--- src/hdl/jrmpc_pkg.sv ---
package jrmpc_pkg;

  // request kinds
  localparam logic [2:0] KIND_START  = 3'd0;
  localparam logic [2:0] KIND_SAMPLE = 3'd1;
  localparam logic [2:0] KIND_STEP   = 3'd2;
  localparam logic [2:0] KIND_TICK   = 3'd3;
  localparam logic [2:0] KIND_HALT   = 3'd4;

  typedef enum logic [1:0] {
    ST_RUN  = 2'd0,
    ST_OK   = 2'd1,
    ST_FAIL = 2'd2,
    ST_IDLE = 2'd3
  } status_t;

  typedef enum logic {
    MODE_IDLE = 1'b0,
    MODE_RUN  = 1'b1
  } mode_t;

  typedef enum logic [1:0] {
    REG_GAIN        = 2'd0,
    REG_SPEED_LIMIT = 2'd1,
    REG_SPEED_FLOOR = 2'd2,
    REG_TOLERANCE   = 2'd3
  } reg_idx_t;

  // Q8.24 constants
  localparam logic signed [31:0] PI_Q824     = 32'sd52707179;
  localparam logic signed [31:0] NEG_PI_Q824 = -32'sd52707179;
  localparam logic signed [32:0] Q_MAX_X     = 33'sh0_7FFF_FFFF;
  localparam logic signed [32:0] Q_MIN_X     = 33'sh1_8000_0000;

  localparam logic [31:0] GAIN_RST        = 32'd16777216;
  localparam logic [30:0] SPEED_LIMIT_RST = 31'd16777216;
  localparam logic [30:0] SPEED_FLOOR_RST = 31'd0;
  localparam logic [30:0] TOLERANCE_RST   = 31'd292818;

  // step outcome after the state update
  typedef struct packed {
    status_t     status;
    logic        scale;
    logic        neg;
    logic [31:0] mag;
  } step_res_t;

  // after the gain multiply, already shifted down by 24
  typedef struct packed {
    status_t     status;
    logic        scale;
    logic        neg;
    logic [39:0] scaled;
  } scaled_res_t;

endpackage

--- src/hdl/joint_relative_move_p_controller.sv ---
// Channel | Dir | Handshake           | Fields
// --------+-----+---------------------+------------------------------------------------------
// in_*    | in  | in_valid/in_ready   | kind, move_angle, time_limit, joint_position, position_ok
// out_*   | out | out_valid/out_ready | speed_command, status
// APB     | in  | psel/penable/pready | paddr[3:2]: gain, speed_limit, speed_floor, tolerance
//
// One request per cycle sustained while out_ready stays high. A result passes through the
// input register, state update, gain multiply and clamp before it leaves the output register.
// Only the state-update stage feeds back on itself; later stages carry results forward.
// Reset (rst_n low, synchronous): registers to defaults, mode idle, no sample held.
// Each stage moves when the next one is empty or moving, so bubbles collapse and
// requests keep coming in while a finished result waits on out_ready.
module joint_relative_move_p_controller
  import jrmpc_pkg::*;
(
  input  logic               clk,
  input  logic               rst_n,

  input  logic               in_valid,
  output logic               in_ready,
  input  logic [2:0]         in_kind,
  input  logic signed [31:0] in_move_angle,
  input  logic [19:0]        in_time_limit,
  input  logic signed [31:0] in_joint_position,
  input  logic               in_position_ok,

  output logic               out_valid,
  input  logic               out_ready,
  output logic signed [31:0] out_speed_command,
  output logic [1:0]         out_status,

  input  logic               psel,
  input  logic               penable,
  input  logic               pwrite,
  input  logic [3:0]         paddr,
  input  logic [31:0]        pwdata,
  output logic [31:0]        prdata,
  output logic               pready
);

  // ---------------- configuration registers ----------------
  logic [31:0] gain_r;
  logic [30:0] speed_limit_r;
  logic [30:0] speed_floor_r;
  logic [30:0] tolerance_r;
  reg_idx_t    reg_idx;

  assign pready  = 1'b1;
  assign reg_idx = reg_idx_t'(paddr[3:2]);

  always_ff @(posedge clk) begin
    if (!rst_n) begin
      gain_r        <= GAIN_RST;
      speed_limit_r <= SPEED_LIMIT_RST;
      speed_floor_r <= SPEED_FLOOR_RST;
      tolerance_r   <= TOLERANCE_RST;
    end else if (psel && penable && pwrite && pready) begin
      case (reg_idx)
        REG_GAIN:        gain_r        <= pwdata;
        REG_SPEED_LIMIT: speed_limit_r <= pwdata[30:0];
        REG_SPEED_FLOOR: speed_floor_r <= pwdata[30:0];
        REG_TOLERANCE:   tolerance_r   <= pwdata[30:0];
        default: ;
      endcase
    end
  end

  always_comb begin
    case (reg_idx)
      REG_GAIN:        prdata = gain_r;
      REG_SPEED_LIMIT: prdata = {1'b0, speed_limit_r};
      REG_SPEED_FLOOR: prdata = {1'b0, speed_floor_r};
      REG_TOLERANCE:   prdata = {1'b0, tolerance_r};
      default:         prdata = '0;
    endcase
  end

  // ---------------- pipeline handshake ----------------
  logic s1_v_r, s2_v_r, s3_v_r, out_v_r;
  logic s2_ready, s3_ready, s4_ready;
  logic s1_take;

  assign s4_ready  = !out_v_r || out_ready;
  assign s3_ready  = !s3_v_r || s4_ready;
  assign s2_ready  = !s2_v_r || s3_ready;
  assign s1_take   = s1_v_r && s2_ready;
  assign in_ready  = !s1_v_r || s2_ready;
  assign out_valid = out_v_r;

  // ---------------- stage 1: input register ----------------
  logic [2:0]         s1_kind_r;
  logic signed [31:0] s1_angle_r;
  logic [19:0]        s1_time_r;
  logic signed [31:0] s1_pos_r;
  logic               s1_ok_r;

  always_ff @(posedge clk) begin
    if (!rst_n) begin
      s1_v_r <= 1'b0;
    end else if (in_valid && in_ready) begin
      s1_v_r <= 1'b1;
    end else if (s1_take) begin
      s1_v_r <= 1'b0;
    end
  end

  always_ff @(posedge clk) begin
    if (in_valid && in_ready) begin
      s1_kind_r  <= in_kind;
      s1_angle_r <= in_move_angle;
      s1_time_r  <= in_time_limit;
      s1_pos_r   <= in_joint_position;
      s1_ok_r    <= in_position_ok;
    end
  end

  // ---------------- stage 2: controller state ----------------
  mode_t              mode_r, mode_nxt;
  logic signed [31:0] move_amount_r, move_amount_nxt;
  logic signed [31:0] goal_r, goal_nxt;
  logic               goal_set_r, goal_set_nxt;
  logic signed [31:0] last_pos_r, last_pos_nxt;
  logic               last_pos_ok_r, last_pos_ok_nxt;
  logic [19:0]        time_left_r, time_left_nxt;

  logic signed [32:0] pos_x, move_x, goal_x, sum_x;
  logic signed [32:0] err_hi, err_lo, err_set, err, neg_err, tol_x, ntol_x;
  logic               ovf, in_band, cfg_ok, angle_ok;
  logic signed [31:0] goal_calc;
  logic [31:0]        mag;
  step_res_t          res;
  logic               res_v;

  // Goal latch and error are formed side by side: when the goal is not yet set,
  // the error is the requested move unless position plus move saturates.
  always_comb begin
    pos_x   = {last_pos_r[31], last_pos_r};
    move_x  = {move_amount_r[31], move_amount_r};
    goal_x  = {goal_r[31], goal_r};
    sum_x   = pos_x + move_x;
    ovf     = sum_x[32] != sum_x[31];
    goal_calc = ovf ? (sum_x[32] ? Q_MIN_X[31:0] : Q_MAX_X[31:0]) : sum_x[31:0];
    err_hi  = Q_MAX_X - pos_x;
    err_lo  = Q_MIN_X - pos_x;
    err_set = goal_x - pos_x;
    if (goal_set_r) begin
      err = err_set;
    end else if (ovf) begin
      err = sum_x[32] ? err_lo : err_hi;
    end else begin
      err = move_x;
    end
    neg_err = -err;
    mag     = err[32] ? neg_err[31:0] : err[31:0];
    tol_x   = {2'b00, tolerance_r};
    ntol_x  = -tol_x;
    in_band = (err <= tol_x) && (err >= ntol_x);
    cfg_ok  = (gain_r != '0) && (speed_limit_r != '0) &&
              (speed_floor_r <= speed_limit_r) && (tolerance_r != '0);
    angle_ok = (s1_angle_r <= PI_Q824) && (s1_angle_r >= NEG_PI_Q824);
  end

  always_comb begin
    mode_nxt        = mode_r;
    move_amount_nxt = move_amount_r;
    goal_nxt        = goal_r;
    goal_set_nxt    = goal_set_r;
    last_pos_nxt    = last_pos_r;
    last_pos_ok_nxt = last_pos_ok_r;
    time_left_nxt   = time_left_r;
    res             = '0;
    res.status      = ST_IDLE;
    res_v           = 1'b0;
    if (s1_take) begin
      case (s1_kind_r)
        KIND_START: begin
          res_v        = 1'b1;
          goal_set_nxt = 1'b0;
          goal_nxt     = '0;
          if (angle_ok && (s1_time_r != '0) && cfg_ok) begin
            move_amount_nxt = s1_angle_r;
            time_left_nxt   = s1_time_r;
            mode_nxt        = MODE_RUN;
            res.status      = ST_RUN;
          end else begin
            mode_nxt   = MODE_IDLE;
            res.status = ST_FAIL;
          end
        end
        KIND_SAMPLE: begin
          last_pos_nxt    = s1_pos_r;
          last_pos_ok_nxt = s1_ok_r;
        end
        KIND_STEP: begin
          res_v = 1'b1;
          if (mode_r != MODE_RUN) begin
            res.status = ST_IDLE;
          end else if (time_left_r == '0) begin
            mode_nxt   = MODE_IDLE;
            res.status = ST_FAIL;
          end else if (!last_pos_ok_r) begin
            res.status = ST_RUN;
          end else begin
            if (!goal_set_r) begin
              goal_nxt     = goal_calc;
              goal_set_nxt = 1'b1;
            end
            if (in_band) begin
              mode_nxt   = MODE_IDLE;
              res.status = ST_OK;
            end else begin
              res.status = ST_RUN;
              res.scale  = 1'b1;
              res.neg    = err[32];
              res.mag    = mag;
            end
          end
        end
        KIND_TICK: begin
          if ((mode_r == MODE_RUN) && (time_left_r != '0)) begin
            time_left_nxt = time_left_r - 20'd1;
          end
        end
        KIND_HALT: begin
          res_v        = 1'b1;
          mode_nxt     = MODE_IDLE;
          goal_set_nxt = 1'b0;
          res.status   = ST_IDLE;
        end
        default: ;
      endcase
    end
  end

  always_ff @(posedge clk) begin
    if (!rst_n) begin
      mode_r        <= MODE_IDLE;
      move_amount_r <= '0;
      goal_r        <= '0;
      goal_set_r    <= 1'b0;
      last_pos_r    <= '0;
      last_pos_ok_r <= 1'b0;
      time_left_r   <= '0;
    end else begin
      mode_r        <= mode_nxt;
      move_amount_r <= move_amount_nxt;
      goal_r        <= goal_nxt;
      goal_set_r    <= goal_set_nxt;
      last_pos_r    <= last_pos_nxt;
      last_pos_ok_r <= last_pos_ok_nxt;
      time_left_r   <= time_left_nxt;
    end
  end

  step_res_t s2_r;

  always_ff @(posedge clk) begin
    if (!rst_n) begin
      s2_v_r <= 1'b0;
    end else if (s2_ready) begin
      s2_v_r <= s1_take && res_v;
    end
  end

  always_ff @(posedge clk) begin
    if (s2_ready) begin
      s2_r <= res;
    end
  end

  // ---------------- stage 3: gain multiply ----------------
  logic [63:0] prod_full;
  scaled_res_t s3_r;

  // |err| * gain, truncated toward zero by dropping the 24 fraction bits
  assign prod_full = s2_r.mag * gain_r;

  always_ff @(posedge clk) begin
    if (!rst_n) begin
      s3_v_r <= 1'b0;
    end else if (s3_ready) begin
      s3_v_r <= s2_v_r;
    end
  end

  always_ff @(posedge clk) begin
    if (s3_ready) begin
      s3_r.status <= s2_r.status;
      s3_r.scale  <= s2_r.scale;
      s3_r.neg    <= s2_r.neg;
      s3_r.scaled <= prod_full[63:24];
    end
  end

  // ---------------- stage 4: clamp, sign, output register ----------------
  logic [39:0]        lim_x;
  logic [30:0]        v_lim, v_flr;
  logic signed [31:0] spd_pos, spd;
  logic signed [31:0] out_speed_r;
  status_t            out_status_r;

  // limit first, then floor: a floor above the limit wins
  always_comb begin
    lim_x   = {9'd0, speed_limit_r};
    v_lim   = (s3_r.scaled > lim_x) ? speed_limit_r : s3_r.scaled[30:0];
    v_flr   = (v_lim < speed_floor_r) ? speed_floor_r : v_lim;
    spd_pos = {1'b0, v_flr};
    if (!s3_r.scale) begin
      spd = '0;
    end else if (s3_r.neg) begin
      spd = -spd_pos;
    end else begin
      spd = spd_pos;
    end
  end

  always_ff @(posedge clk) begin
    if (!rst_n) begin
      out_v_r <= 1'b0;
    end else if (s4_ready) begin
      out_v_r <= s3_v_r;
    end
  end

  always_ff @(posedge clk) begin
    if (s4_ready) begin
      out_speed_r  <= spd;
      out_status_r <= s3_r.status;
    end
  end

  assign out_speed_command = out_speed_r;
  assign out_status        = out_status_r;

`ifndef SYNTHESIS
  // only a running result carries a nonzero speed
  a_zero_speed_when_done: assert property (@(posedge clk) disable iff (!rst_n)
    out_valid && (out_status != ST_RUN) |-> out_speed_command == '0)
    else $error("nonzero speed on a non-running result");

  // the goal is latched only by a step taken while running
  a_goal_latch_running: assert property (@(posedge clk) disable iff (!rst_n)
    $rose(goal_set_r) |-> $past(mode_r) == MODE_RUN)
    else $error("goal latched outside a running move");

  // an empty output register never blocks the input side
  a_no_false_stall: assert property (@(posedge clk) disable iff (!rst_n)
    !out_valid |-> in_ready)
    else $error("input stalled with empty output register");
`endif

endmodule

--- config.mk ---
export PLATFORM = sky130hd
export DESIGN_NAME = joint_relative_move_p_controller
export DESIGN_NICKNAME = d
export VERILOG_FILES = /design/src/hdl/jrmpc_pkg.sv /design/src/hdl/joint_relative_move_p_controller.sv
export SDC_FILE = /design/constraint.sdc
export NUM_CORES = 2
export LEC_CHECK = 0
export BUFFER_PORTS_ARGS = -buffer_cell sky130_fd_sc_hd__buf_2
export CORE_MARGIN = 2
export CORE_UTILIZATION = 59
export DETAILED_ROUTE_END_ITERATION = 12
export HOLD_SLACK_MARGIN = 0.02
export PLACE_DENSITY = 0.79
export SYNTH_ARGS = -nofsm -noshare
export SYNTH_HDL_FRONTEND = slang
export SYNTH_SLANG_ARGS = --single-unit
--- constraint.sdc ---
create_clock -name clk -period 8.3 [get_ports clk]
set_input_delay 0.415 -clock clk [delete_from_list [all_inputs] [get_ports clk]]
set_output_delay 0.415 -clock clk [all_outputs]
set_load 0.02 [all_outputs]
After elaboration in Yosys (flattened, before gate mapping)
Cells that the tools add are included.
{"block": "classes", "add_sub_neg": 8, "mul": 1, "magnitude_cmp": 7, "eq_ne": 14, "mux": 39, "bitwise": 4, "reduce_logical": 49}
{"operator": "32-bit two-way mux", "n": 7}
{"operator": "32-bit case mux with 4 select lines", "n": 1}
{"operator": "33-bit two-way mux", "n": 3}
{"operator": "31-bit two-way mux", "n": 3}
{"operator": "32-bit by 32-bit subtractor with 33-bit output, first input constant", "n": 2}
{"operator": "32-bit by 32-bit multiplier with 64-bit output", "n": 1}
{"operator": "32-bit case mux with 2 select lines", "n": 1}
{"operator": "31-bit nonzero test", "n": 2}
{"operator": "40-bit by 31-bit > comparator with 1-bit output", "n": 1}
{"operator": "20-bit two-way mux", "n": 2}
{"operator": "20-bit case mux with 2 select lines", "n": 1}
{"operator": "20-bit nonzero test", "n": 2}
{"operator": "34-bit two-way mux", "n": 1}
{"operator": "32-bit by 32-bit adder with 33-bit output", "n": 1}
{"operator": "33-bit >= comparator", "n": 1}
{"operator": "33-bit by 32-bit <= comparator with 1-bit output", "n": 1}
{"operator": "31-bit negation with 33-bit output", "n": 1}
{"operator": "32-bit by 32-bit subtractor with 33-bit output", "n": 1}
{"operator": "32-bit by 27-bit >= comparator with 1-bit output, second input constant", "n": 1}
{"operator": "32-bit by 27-bit <= comparator with 1-bit output, second input constant", "n": 1}
{"operator": "31-bit negation with 32-bit output", "n": 1}
{"operator": "32-bit negation", "n": 1}
{"operator": "32-bit nonzero test", "n": 1}
{"operator": "31-bit <= comparator", "n": 1}
{"operator": "other kinds (32)", "n": 84}
{"block": "totals", "reg_bits": 450, "output_inout_bits": 69}

Longest topological paths before layout
{"block": "depth", "word_depth": 11, "depth_mapped": 34}

Least setup slack after synthesis
Ideal clock, no wire load.
{"block": "synth_path", "path_type": "reg2reg", "start": "reg gain_r[25]", "end": "reg s3_r[36] (netlist name) (data pin)", "setup_time_ps": 136, "arrival_time_ps": 8311, "required_ps": 8164, "setup_slack_ps": -146, "path_stages_with_launch": 29, "path_buffers": 2, "synth_period_minus_slack_ps": 8446, "path_cell_list": "dfxtp_1 > clkbuf_1 > clkbuf_1 > nand2_1 > fa_1 > inv_1 > fa_1 > fa_1 > fa_1 > fa_1 > fa_1 > fa_1 > inv_1 > fa_1 > inv_1 > ha_1 > a21oi_1 > nor2b_1 > o21a_1 > a211o_1 > a21oi_1 > o22ai_1 > or3b_2 > a21oi_1 > o21ai_0 > a221o_1 > a221o_1 > a2111oi_0 > nand3b_1"}
{"block": "synth_via", "elab_chain_len": 1}
{"item": "from (decl)", "line_no": "joint_relative_move_p_controller.sv:42", "text": "logic [31:0] gain_r;"}
{"item": "from (signal assigned)", "line_no": "joint_relative_move_p_controller.sv:59", "text": "REG_GAIN: gain_r <= pwdata;"}
{"item": "32-bit by 32-bit multiplier with 64-bit output", "line_no": "joint_relative_move_p_controller.sv:276", "text": "assign prod_full = s2_r.mag * gain_r;"}
{"item": "via prod_full[60]", "line_no": "joint_relative_move_p_controller.sv:272", "text": "logic [63:0] prod_full;"}
{"item": "to (decl)", "line_no": "joint_relative_move_p_controller.sv:273", "text": "scaled_res_t s3_r;"}
The timed path passes the listed nets, and every way through them passes these cells.
A chain may end at the register's enable or synchronous reset.

Worst setup path in the final report
{"block": "layout_path", "start": "reg s2_r[22] (netlist name)", "end": "reg s3_r[35] (netlist name) (data pin)"}
{"block": "layout_via", "elab_chain_len": 1}
{"item": "from (decl)", "line_no": "joint_relative_move_p_controller.sv:255", "text": "step_res_t s2_r;"}
{"item": "from (signal assigned)", "line_no": "joint_relative_move_p_controller.sv:267", "text": "s2_r <= res;"}
{"item": "32-bit by 32-bit multiplier with 64-bit output", "line_no": "joint_relative_move_p_controller.sv:276"}
{"item": "via prod_full[59]", "line_no": "joint_relative_move_p_controller.sv:272"}
The timed path passes the listed nets, and every way through them passes these cells.

==> flow_summary.yaml <==
logic_synthesis:
  synthesis.nets: 8261
  synthDistinctLibCells: 95
  synth_edf_count: 202
  synth_area_per_cell_um2: 9.01
  synth-async-reset-ratio: 0
  ys_seq_area_frac: 0.181
  ys_seq_elements: 450
  ys_dominant_reg_cell: "dfxtp_1"
  syn-instance-count: 6750
  yosysWarnings: 0
  netlist_area_um2: 60800
route:
  drtAntennaViolNets: 0
  drc: 0
  wl_um: 201000
  detail_route.wl_per_cell_um: 23.6
  viasPerCell: 6.10
  drt_iter0_drc: 5161
  dr.pass1.iters: 6
  vias: 51991
power:
  p_clk_frac: 0.425
  pwr-share-comb: 0.114
  powerDensity_nw_per_um2: 76.2
  seq_power_share: 0.461
  power.switching_mw: 1.43
  p_leak_nw: 32.9
  p_int_mw: 3.78
  switching_share: 0.275
  ir_drop_uv: 216
place:
  dp_hpwl_um: 156000
  place_area_um2: 65100
  gp_congestion: 1.02
  portBuffers: 196
status:
  outcome: "finished, violations left"
  violations: "capacitance limit, slew limit, setup timing"
critical_path:
  crit_slowest_cell: "fa_1"
  crit_path_frequent_cell: "fa_1"
  critical_path_class: "reg2reg"
  ff2ff_path_depth: 27
  path_depth: 27
  path_buf_inv: 5
  slowest_delay_ps: 570
  startpoint_type: "flip-flop"
  end_kind: "flip-flop"
  arrival_ps: 8730
  cpLargestDelayFamily: "adder cells"
  worstPathMaxFanout: 5
  cp.required_ps: 8680
finish:
  area_growth_pct: 12.4
  nets: 8615
  finalInstanceArea_um2: 68400
  drive_gt1_frac: 0.124
  fillers: 7908
  utilization: 0.670
die:
  rows: 117
  die_h_um: 325
  core-area_um2: 102000
  io_pins: 200
  start_util: 0.596
  die_w_um: 325
  dieArea_um2: 106000
clock_tree:
  htreeDepth: 2
  clock_latency_ps: 640
  cts_root_buf: "clkbuf_16"
  clk_pin_slew_ps: 70
  clockBufferDepth: 3
  cts_buffers: 48
  clkSinkCount: 450
  cts_tree: "built"
timing:
  maxSlewViolCount: 3
  fmax_mhz: 120
  max_slew_margin: -0.0320
  worst_pin_slew_ps: 1530
  layout_setup_ws_ps: -48.3
  clock-skew-final_ps: 35.5
  grt_setup_unrepaired: "yes"
  min_period_over_period: 1.01
  finalHoldViolCount: 0
  period_minus_slack_ps: 8350
  finalSetupViolations: 2
global_routing:
  grt_pass1_wl_um: 309000
  grt-ovfl-total: 0
  grt_max_degree: 127
  grt_pass1_vias: 53771
  antenna_found_initial: 8
  grt_use_total: 0.380
hold_path:
  hp-class: "in2reg"
  hold_depth: 3
job:
  drv_cap: 1
[stage by stage]
| stage | hold WS [ps] | TNS [ps] | std cells | worst slack (ps) | power [mW] |
|---|---|---|---|---|---|
| after floorplan | 400 | 0 | 6750 | 3.02 | 2.79 |
| after global placement | 412 | -1410 | 8294 | -300 | 2.97 |
| after detailed placement | 406 | -2360 | 8294 | -474 | 2.98 |
| after CTS | 40.4 | 0 | 8485 | 0.449 | 5.18 |
| after global routing | 87.5 | -749 | 8512 | -252 | 5.33 |
| final | 81.4 | -83.3 | 8519 | -48.3 | 5.21 |
[synth_stat cells, drive strengths merged (92+ instances only)]
cell type,number,share of area
edfxtp,202,0.10
nand2,941,0.058
nor2,227,0.014
a21oi,369,0.030
ha,483,0.099
nand3,92,0.0076
and2,604,0.062
dfxtp,248,0.082
fa,897,0.30
clkbuf,332,0.020
xnor2,149,0.022
inv,1067,0.066
o21ai,156,0.013
[worst reg2reg max path, stage by stage, from the launching register on]
cell	delay, ps
edfxtp_1	520
and2_4	230
fa_1	450
fa_1	500
inv_1	60
fa_1	480
fa_1	520
inv_1	60
fa_1	550
fa_1	430
fa_1	570
inv_2	60
fa_1	540
inv_1	50
ha_1	300
nor2b_1	130
o21a_1	230
a211o_1	280
a21oi_2	180
o22ai_2	110
or3b_4	410
a21oi_4	250
o21ai_4	90
a221o_1	360
a221o_1	380
buf_4	150
a21oi_2	140
xnor2_1	80
[registers in the layout (all words and copies together) (netlist names), 2 cells and up]
name               cells
s1_pos_r              32
out_speed_command     32
tolerance_r           31
s2_r                  36
s1_angle_r            32
s1_kind_r              3
last_pos_r            32
out_status             2
time_left_r           20
speed_floor_r         31
s3_r                  44
goal_r                32
gain_r                32
move_amount_r         32
s1_time_r             20
speed_limit_r         31
[kinds of logic (layout without fill, tap and decap cells)]
kind of cell               count (synthesis)  after routing  share of synthesized area
buffers and inverters                   1434           1828                     0.0892
adders and majority gates               1380           1380                      0.395
muxes                                    141            141                     0.0303
xor gates and xnor gates                 190            190                     0.0275
DFF                                      450            450                      0.181
other                                      1              8                  0.0000616
AOI/OAI and AO/OA                        923            923                     0.0961
and+or+nand+nor                         2231           2231                      0.181
[final cells by class]
cell class                 count  area (um^2)  share of cell area
clock inverter                33          260             0.00381
multi-input combinational   4866        44800               0.655
antenna                        7         17.5            0.000256
sequential                   450        11000               0.161
inverter                    1067         4010              0.0587
clock buffer                  57         1320              0.0193
tap                         1368         1710              0.0250
timing repair buffer         671         5230              0.0765
[what timing repair did]
item	CTS	global route
pin swaps	36	60
hold buffers	88	0
cloned	0	0
buffers inserted	13	29
hold endpoints to repair	88	0
endpoints found under the setup margin	19	28
resized for setup	50	84
[per-layer routing]
metal	up-vias	GRT usage	part of all wire
li1	22420	-	-
met2	3129	0.599	0.46
met5	-	0	0.00073
met1	25511	0.453	0.35
met4	10	0.292	0.092
met3	921	0.0856	0.10
[power groups by stage]
| stage | Sequential (mW) | Combinational (mW) | Clock, mW |
|---|---|---|---|
| 2_1_floorplan | 2.43 | 0.356 | 0 |
| 3_3_place_gp | 2.44 | 0.528 | 0 |
| 3_5_place_dp | 2.45 | 0.533 | 0 |
| 4_1_cts | 2.40 | 0.569 | 2.21 |
| 5_1_grt | 2.41 | 0.628 | 2.30 |
| 6_report | 2.40 | 0.592 | 2.22 |
[layout by cell type, fill, tap and decap left out, types with 73 or more instances in the layout]
cell              n
a21o_1           85
a21oi_1         357
and2_1          592
buf_2           196
buf_4           338
dfxtp_1         247
dlygate4sd3_1    88
edfxtp_1        202
fa_1            874
ha_1            479
inv_1          1056
mux2i_1          73
nand2_1         937
nand3_1          89
nor2_1          222
nor3_1           84
o21ai_0         150
xnor2_1         148
[worst paths after layout]
| path | slack (ps) | startpoint | end |
|---|---|---|---|
| worst max-delay path | -50 | s2_r[22] | s3_r[35] |
| worst min-delay path | 80 | in_valid | s1_v_r |
| worst max register to register | -50 | s2_r[22] | s3_r[35] |
| worst min register to register | 420 | s3_r[42] | out_status[0] |
No activity file was read; power rests on OpenSTA's default activity.
